File: config.mk
export PLATFORM = sky130hd
export DESIGN_NAME = uhist_ctrl
export DESIGN_NICKNAME = d
export VERILOG_FILES = /design/src/hw/rtl/uhist_pkg.sv /design/src/hw/rtl/uhist_ctrl.sv
export SDC_FILE = /design/constraint.sdc
export NUM_CORES = 1
export LEC_CHECK = 0
export BUFFER_PORTS_ARGS = -buffer_cell sky130_fd_sc_hd__buf_2
export CORE_AREA = 2 2 39 41
export DETAILED_ROUTE_END_ITERATION = 16
export DIE_AREA = 0 0 41 43
export PLACE_DENSITY = 0.39
export SETUP_SLACK_MARGIN = 0.3
export SLEW_MARGIN = 10
export SYNTH_ARGS = -nofsm -noshare
export SYNTH_HDL_FRONTEND = slang
export SYNTH_SLANG_ARGS = --single-unit
File: constraint.sdc
create_clock -name clock -period 1.5 [get_ports clock]
set_clock_uncertainty 0.2 [all_clocks]
set_input_delay 0.3 -clock clock [delete_from_list [all_inputs] [get_ports clock]]
set_output_delay 0.3 -clock clock [all_outputs]
set_load 0.1 [all_outputs]
File: src/hw/rtl/uhist_pkg.sv
// types and constants shared by the uniform histogram accumulator
`timescale 1ns / 1ps
package uhist_pkg;

   localparam int SAMPLE_W    = 32;
   localparam int SUM_W       = 48;
   localparam int INDEX_W     = 8;
   localparam int CSR_W       = 32;
   localparam int CSR_ADDR_W  = 2;
   localparam int BINS_USED_W = 9;
   localparam int STATUS_W    = 2;

   localparam logic CMD_ACCUMULATE = 1'b0;
   localparam logic CMD_READ       = 1'b1;

   localparam logic [STATUS_W-1:0] STATUS_OK    = 2'd0;
   localparam logic [STATUS_W-1:0] STATUS_RANGE = 2'd1;
   localparam logic [STATUS_W-1:0] STATUS_BIN   = 2'd2;

   localparam logic [CSR_ADDR_W-1:0] CSR_RANGE_LOW   = 2'd0;
   localparam logic [CSR_ADDR_W-1:0] CSR_RANGE_HIGH  = 2'd1;
   localparam logic [CSR_ADDR_W-1:0] CSR_INV_WIDTH   = 2'd2;
   localparam logic [CSR_ADDR_W-1:0] CSR_BINS_USED   = 2'd3;

   localparam logic signed [SAMPLE_W-1:0] RANGE_LOW_RESET  = 32'sd0;
   localparam logic signed [SAMPLE_W-1:0] RANGE_HIGH_RESET = 32'sd16777216;
   localparam logic [SAMPLE_W-1:0]        INV_WIDTH_RESET  = 32'd65536;
   localparam logic [BINS_USED_W-1:0]     BINS_USED_RESET  = 9'd256;

   localparam logic signed [SUM_W-1:0] SUM_MAX = 48'sh7FFF_FFFF_FFFF;
   localparam logic signed [SUM_W-1:0] SUM_MIN = 48'sh8000_0000_0000;

   typedef struct packed {
      logic                       command;
      logic signed [SAMPLE_W-1:0] sample;
      logic signed [SAMPLE_W-1:0] weight;
      logic [INDEX_W-1:0]         read_bin;
   } req_type;

   typedef struct packed {
      logic [STATUS_W-1:0]     status;
      logic [INDEX_W-1:0]      bin_index;
      logic signed [SUM_W-1:0] bin_sum;
   } rsp_type;

   // controller to datapath
   typedef struct packed {
      logic clear;
      logic capture;
      logic multiply;
      logic index;
      logic read;
      logic update;
   } cmd_type;

   // datapath to controller
   typedef struct packed {
      logic clear_last;
   } stat_type;

endpackage

File: src/hw/rtl/uhist_ctrl.sv
// controller state machine of the uniform histogram accumulator
`timescale 1ns / 1ps
module uhist_ctrl (
   input  logic               clock,
   input  logic               reset,
   input  logic               start,
   output logic               busy,
   input  uhist_pkg::stat_type stat,
   output uhist_pkg::cmd_type  cmd
);
   import uhist_pkg::*;

   localparam logic [2:0] ST_CLEAR  = 3'd0;
   localparam logic [2:0] ST_IDLE   = 3'd1;
   localparam logic [2:0] ST_MUL    = 3'd2;
   localparam logic [2:0] ST_INDEX  = 3'd3;
   localparam logic [2:0] ST_READ   = 3'd4;
   localparam logic [2:0] ST_UPDATE = 3'd5;

   logic [2:0] state_ff;
   logic [2:0] state_in;

   always_comb begin
      state_in = state_ff;
      cmd      = '0;
      case (state_ff)
         ST_CLEAR: begin
            cmd.clear = 1'b1;
            if (stat.clear_last) begin
               state_in = ST_IDLE;
            end
         end
         ST_IDLE: begin
            if (start) begin
               cmd.capture = 1'b1;
               state_in    = ST_MUL;
            end
         end
         ST_MUL: begin
            cmd.multiply = 1'b1;
            state_in     = ST_INDEX;
         end
         ST_INDEX: begin
            cmd.index = 1'b1;
            state_in  = ST_READ;
         end
         ST_READ: begin
            cmd.read = 1'b1;
            state_in = ST_UPDATE;
         end
         ST_UPDATE: begin
            cmd.update = 1'b1;
            state_in   = ST_IDLE;
         end
         default: begin
            state_in = ST_IDLE;
         end
      endcase
   end

   always_ff @(posedge clock) begin
      if (reset) begin
         state_ff <= ST_CLEAR;
      end else begin
         state_ff <= state_in;
      end
   end

   assign busy = (state_ff != ST_IDLE);

endmodule

==> impl_metrics.py, run 1 <==
metrics = {
    "critical_path": {
        "crit_buf_inv": 2,
        "critPathRequiredTime_ns": 1.00,
        "crit_slowest_cell": "or3b_4",
        "crit_chain": "or3b_4 > clkinvlp_4 > buf_12",
        "path_delay_family": "simple AND/OR/NAND/NOR gates",
        "max_stage_delay_ns": 0.39,
        "crit_path_end_kind": "output pin",
        "crit_type": "reg -> out",
        "worstRegToRegCells": 5,
        "crit_arrival_ns": 1.24,
        "start_kind": "flip-flop",
        "worst-path-max-fanout": 4,
        "crit_cells": 3,
    },
    "route": {
        "first_pass_iters": 1,
        "ant_nets": 0,
        "wl_per_cell_um": 11.0,
        "totalWireLength_um": 673,
        "drtIter0Drc": 0,
        "num_vias": 242,
        "via_per_inst": 3.97,
        "drc_errors": 0,
    },
    "hold_path": {
        "hold_path_class": "in -> reg",
        "hold_depth": 2,
    },
    "power": {
        "ir_worst_vdd_uv": 318,
        "power.total_uw": 485,
        "p_per_area_nw_per_um2": 892,
        "p_leak_nw": 0.220,
    },
    "finish": {
        "final-seq-area_um2": 66.3,
        "multiInputGateArea_um2": 163,
        "top_register": "state_ff",
        "diodes": 0,
        "nFillCells": 139,
        "fin_nets": 50,
        "final_cells": 61,
        "reg_top3": "state_ff x3",
        "area_growth_syn_to_layout_pct": 178,
        "largest_reg_flops": 3,
        "final_layout_size_suffix_gt1_share_pct": 88.9,
    },
    "logic_synthesis": {
        "syn_area_um2": 195,
        "syn_area_per_cell_um2": 8.87,
        "synthCells": 22,
        "ys_types": 16,
        "synth_xor_area_share_pct": 0,
        "syn_nets": 26,
        "synthMuxAreaShare_pct": 0,
        "synth_top_family_by_area": "simple AND/OR/NAND/NOR gates",
        "synthTopCellsByArea": "dfxtp_1 (31%), a211oi_1 (7.7%), nand3b_1 (7.7%)",
        "synth_top_area_share_pct": 30.8,
        "yosysSeqAreaShare_pct": 30.8,
        "synth_compound_gate_area_share_pct": 12.2,
        "synth_fa_ha_area_share_pct": 0,
        "yosys.area.top_type": "dfxtp_1",
        "ys_ff_latch": 3,
        "synth-simple-area-share_pct": 45.5,
        "yosysWarningCount": 0,
    },
    "clock_network": {
        "hold_buffers": 0,
        "numClockSinks": 3,
        "root_buffer": "clkbuf_4",
        "clk-insertion-delay-late_ns": 0.23,
        "numCtsBuffers": 3,
        "cts_tree": "done",
        "cts.clk_slew.worst_paths_ns": 0.04,
        "htreeDepth": 1,
        "cts_max_path_buffers": 2,
    },
    "sta": {
        "fmax_ghz": 0.575,
        "finalSetupViolCount": 7,
        "max_slew.worst_pin.slew_ns": 0.264,
        "fin_crit_sh_pct": 116,
        "slew_violations": 0,
        "timing.final.ws_setup_ns": -0.240,
        "hold_violations": 0,
        "relSlewSlack_pct": 82.3,
        "finalCriticalPeriod_ns": 1.74,
        "rsz0062_at_grt": "yes",
        "hold_slack_ns": 0.0777,
        "final.setup.tns_ns": -1.18,
    },
    "die": {
        "start_util_pct": 14.1,
        "io_pins": 11,
        "die_width_um": 41,
        "fp.dieH_um": 43,
        "core.rowCount": 14,
        "core_area_um2": 1380,
        "die-area_um2": 1760,
    },
    "global_routing": {
        "grt_first_pass_wirelength_um": 945,
        "grt_pass1_vias": 240,
        "grtUsageTotal_pct": 7.94,
        "grt_max_degree": 11,
        "grt-ovfl-total": 0,
        "antenna_found_initial": 0,
    },
    "placed_design": {
        "gp_congestion": 0.654,
        "dp_cells": 53,
        "port-buffer-count": 10,
        "hpwl_um": 402,
    },
    "run_status": {
        "status": "complete, but fails checks",
        "violations": "setup timing",
    },
    "job": {
        "drv_cap": 0,
    },
}
-- Yosys cell counts --
master and instances:
and3b_1 1, buf_6 1, a211oi_1 2, nor3b_1 1
clkbuf_1 1, and2b_2 1, nor4_1 1, inv_1 2
a21oi_2 1, and3b_2 1, nand3b_1 2, or3b_1 1
nor3_1 1, dfxtp_1 3, nand2b_1 2, or2_0 1
-- placed cells by master (no fill, tap or decap) --
cell type,synthesis,layout
or3b_4,0,1
nand2b_1,2,1
buf_12,0,7
nor3b_4,0,1
or2_1,0,1
clkinvlp_4,0,2
nand3b_1,2,2
dfxtp_2,0,2
buf_4,0,7
nand2b_4,0,1
clkbuf_1,1,1
and3b_2,1,2
nor3_4,0,1
a211oi_2,0,2
and2b_2,1,1
buf_2,0,3
a21oi_2,1,1
dfxtp_4,0,1
clkbuf_4,0,3
buf_6,1,4
nor4_2,0,1
-- worst paths after layout --
path / start / endpoint / slack [ns]
worst max register to register: state_ff[2]$_SDFFE_PP0P_ / state_ff[2]$_SDFFE_PP0P_ / 0.14
worst min-delay path: reset / state_ff[2]$_SDFFE_PP0P_ / 0.08
worst min register to register: state_ff[2]$_SDFFE_PP0P_ / state_ff[1]$_SDFFE_PP0P_ / 0.36
worst max-delay path: state_ff[2]$_SDFFE_PP0P_ / cmd[1] / -0.24
-- metal layers --
metal,vias to the layer above,GRT usage (%),part of all wire [%]
met5,-,0,0
met4,0,2.00,0
met3,0,5.76,7.6
met2,9,10.9,50
met1,112,9.68,42
li1,121,-,-
-- report_power, final --
part | internal (mW) | switching [mW]
combinational | 0.107 | 0.144
clock | 0.0997 | 0.0420
sequential | 0.0857 | 0.00587
total | 0.293 | 0.192
-- logic make-up after synthesis --
family,Yosys count
compound gates,3
simple gates,12
buf+inv,4
flops,3
-- worst reg2reg max path, delay by kind of cell, from the launching register on --
kind	cells	cell delay, ns
AO/OA/AOI/OAI	1	0.10
buffers and inverters	3	0.43
flip-flops	1	0.34
AND/OR/NAND/NOR	1	0.21
-- cell type report --
cell class	count	share of cell area (%)
sequential	3	12.2
inverter	2	2.76
multi-input combinational	15	30.0
clock buffer	4	4.84
tap	16	3.69
timing repair buffer	21	46.5
-- timing repair --
item | 4_1_cts | 5_1_grt
resized for setup | 6 | 6
setup endpoints to repair | 9 | 9
pin swaps | 2 | 4
setup buffers | 3 | 1
-- metrics by stage --
| step | area, um2 | setup WS (ns) | utilization (%) |
|---|---|---|---|
| after global routing | 543 | -0.281 | 39.2 |
| final | 543 | -0.240 | 39.2 |
| after CTS | 513 | -0.250 | 37.1 |
| after global placement | 444 | -0.00911 | 32.1 |
| after floorplan | 241 | -0.293 | - |
| after detailed placement | 444 | -0.0202 | 32.1 |
(Power assumes the default switching activity.)
==> run 2, diff against run 1 <==
--- a/config.mk
+++ b/config.mk
@@ -10,8 +10,10 @@
 export DETAILED_ROUTE_END_ITERATION = 16
 export DIE_AREA = 0 0 41 43
 export PLACE_DENSITY = 0.39
+export RECOVER_POWER = 25
 export SETUP_SLACK_MARGIN = 0.3
 export SLEW_MARGIN = 10
 export SYNTH_ARGS = -nofsm -noshare
 export SYNTH_HDL_FRONTEND = slang
 export SYNTH_SLANG_ARGS = --single-unit
+export TNS_END_PERCENT = 30
==> run 2 against run 1 <==
Against the previous run: the flow still finishes with violations (setup timing); flip-flop and latch count stayed put; largest cell class unchanged; die area stayed put; final area is 15% lower; largest power group unchanged; critical endpoint unchanged; register-to-register slack better by 0.12 ns; fmax is 2.1% higher.
==> impl_metrics.py, run 2 (synthesis results as in run 1) <==
metrics = {
    "run_status": {
        "status": "complete, but fails checks",
        "violations": "setup timing",
    },
    "hold_path": {
        "hold_path_class": "in -> reg",
        "hold_depth": 2,
        "hold_path_end": "state_ff[2]$_SDFFE_PP0P_",
        "worstHoldStart": "reset",
    },
    "sta": {
        "final.setup.tns_ns": -0.892,
        "relSlewSlack_pct": 84.8,
        "rsz0062_at_grt": "yes",
        "fin_crit_sh_pct": 114,
        "finalSetupViolCount": 7,
        "hold_violations": 0,
        "finalCriticalPeriod_ns": 1.70,
        "max_slew.worst_pin.slew_ns": 0.227,
        "fmax_ghz": 0.587,
        "timing.final.ws_setup_ns": -0.204,
        "slew_violations": 0,
    },
    "clock_network": {
        "clk-insertion-delay-late_ns": 0.23,
        "htreeDepth": 1,
        "numCtsBuffers": 3,
        "numClockSinks": 3,
        "cts_tree": "done",
        "cts.clk_slew.worst_paths_ns": 0.04,
        "hold_buffers": 0,
        "cts_max_path_buffers": 2,
        "root_buffer": "clkbuf_4",
        "cts_setup_buffers": 0,
    },
    "die": {
        "die-area_um2": 1760,
        "core_area_um2": 1380,
        "start_util_pct": 14.1,
        "fp.dieH_um": 43,
        "die_width_um": 41,
        "io_pins": 11,
        "core.rowCount": 14,
    },
    "route": {
        "wl_per_cell_um": 9.38,
        "totalWireLength_um": 516,
        "first_pass_iters": 4,
        "via_per_inst": 3.91,
        "num_vias": 215,
        "drtIter0Drc": 3,
        "drc_errors": 0,
        "ant_nets": 0,
    },
    "power": {
        "ir_worst_vdd_uv": 348,
        "p_per_area_nw_per_um2": 975,
        "p_leak_nw": 0.189,
        "power.total_uw": 451,
    },
    "placed_design": {
        "dp_slack_ns": 0.00169,
        "hpwl_um": 364,
        "port-buffer-count": 10,
        "gp_congestion": 0.667,
    },
    "critical_path": {
        "start_kind": "flip-flop",
        "critPathRequiredTime_ns": 1.00,
        "worstRegToRegCells": 3,
        "crit_type": "reg -> out",
        "rrSetupSlack_ns": 0.26,
        "worst_r2r_endpoint": "state_ff[2]$_SDFFE_PP0P_",
        "r2r-start": "state_ff[2]$_SDFFE_PP0P_",
        "crit_arrival_ns": 1.20,
        "crit_path_end_kind": "output pin",
        "worst-path-max-fanout": 3,
    },
    "job": {
        "drv_cap": 0,
    },
    "finish": {
        "largest_reg_flops": 3,
        "final_cell_mix": "buf_12 (7), clkbuf_4 (3), buf_2 (3), buf_4 (3), dfxtp_2 (3)",
        "fin_nets": 44,
        "area_growth_syn_to_layout_pct": 137,
        "final_layout_size_suffix_gt1_share_pct": 79.5,
        "reg_top3": "state_ff x3",
        "top_register": "state_ff",
        "diodes": 0,
        "final_common_cell": "buf_12",
    },
    "global_routing": {
        "grt-ovfl-total": 0,
        "grt_pass1_vias": 218,
        "grt_first_pass_wirelength_um": 855,
        "grtUsageTotal_pct": 7.42,
        "grt_max_degree": 11,
        "antenna_found_initial": 0,
    },
}
## run 2: cell types whose count changed in the layout (fill, tap and decap cells not counted), sizes merged
cell | previous run | this run
inv | 0 | 1
buf | 21 | 15
clkinvlp | 2 | 1
## run 2: cell type report
type | count | area, um2
inverters | 2 | 11.3
fillers | 150 | 921
flip-flops and latches | 3 | 63.8
well taps | 16 | 20.0
multi-input cells | 15 | 141
clock buffers | 4 | 26.3
repair buffers | 15 | 200
## run 2: timing repair
action                     in CTS  in global routing
setup endpoints to repair       9                  9
gates cloned                    0                  0
gates resized for setup         6                  0
pin swaps                       3                  1
## run 2: per-layer routing
layer / share of wire [%] / GRT usage (%) / wire length (um) / vias up
li1: - / - / - / 111
met2: 48 / 9.69 / 246 / 7
met5: 0 / 0 / 0 / -
met3: 5.0 / 4.71 / 26 / 0
met1: 47 / 8.97 / 243 / 97
met4: 0 / 4.00 / 0 / 0
## run 2: how the worst max path moves through the flow
stage                                        start  endpoint  cells after the start
after floorplan           state_ff[1]$_SDFFE_PP0P_    cmd[3]                      2
after global placement    state_ff[0]$_SDFFE_PP0P_    cmd[1]                      3
after detailed placement  state_ff[0]$_SDFFE_PP0P_    cmd[1]                      3
after CTS                 state_ff[2]$_SDFFE_PP0P_    cmd[1]                      3
after global routing      state_ff[2]$_SDFFE_PP0P_    cmd[1]                      3
final                     state_ff[2]$_SDFFE_PP0P_    cmd[1]                      3
## run 2: worst max-delay path, cell delays in order (launching register included)
cell and delay (ns):
dfxtp_2 0.33, or3b_4 0.39, clkinvlp_4 0.09, buf_12 0.16
## run 2: report_power, final
part / leakage [nW] / switching [mW] / internal, mW / total [mW]
combinational: 0.148 / 0.134 / 0.0850 / 0.219
clock: 0.0150 / 0.0413 / 0.0996 / 0.141
sequential: 0.0258 / 0.00445 / 0.0871 / 0.0915
## run 2: through the flow
step / cell area, um2 / hold slack [ns] / utilization (%) / std cells
2_1_floorplan: 236 / 0.162 / - / 22
3_3_place_gp: 424 / 0.304 / 30.7 / 51
5_1_grt: 463 / 0.0541 / 33.5 / 55
3_5_place_dp: 424 / 0.301 / 30.7 / 51
4_1_cts: 463 / 0.0592 / 33.5 / 55
6_report: 463 / 0.0658 / 33.5 / 55
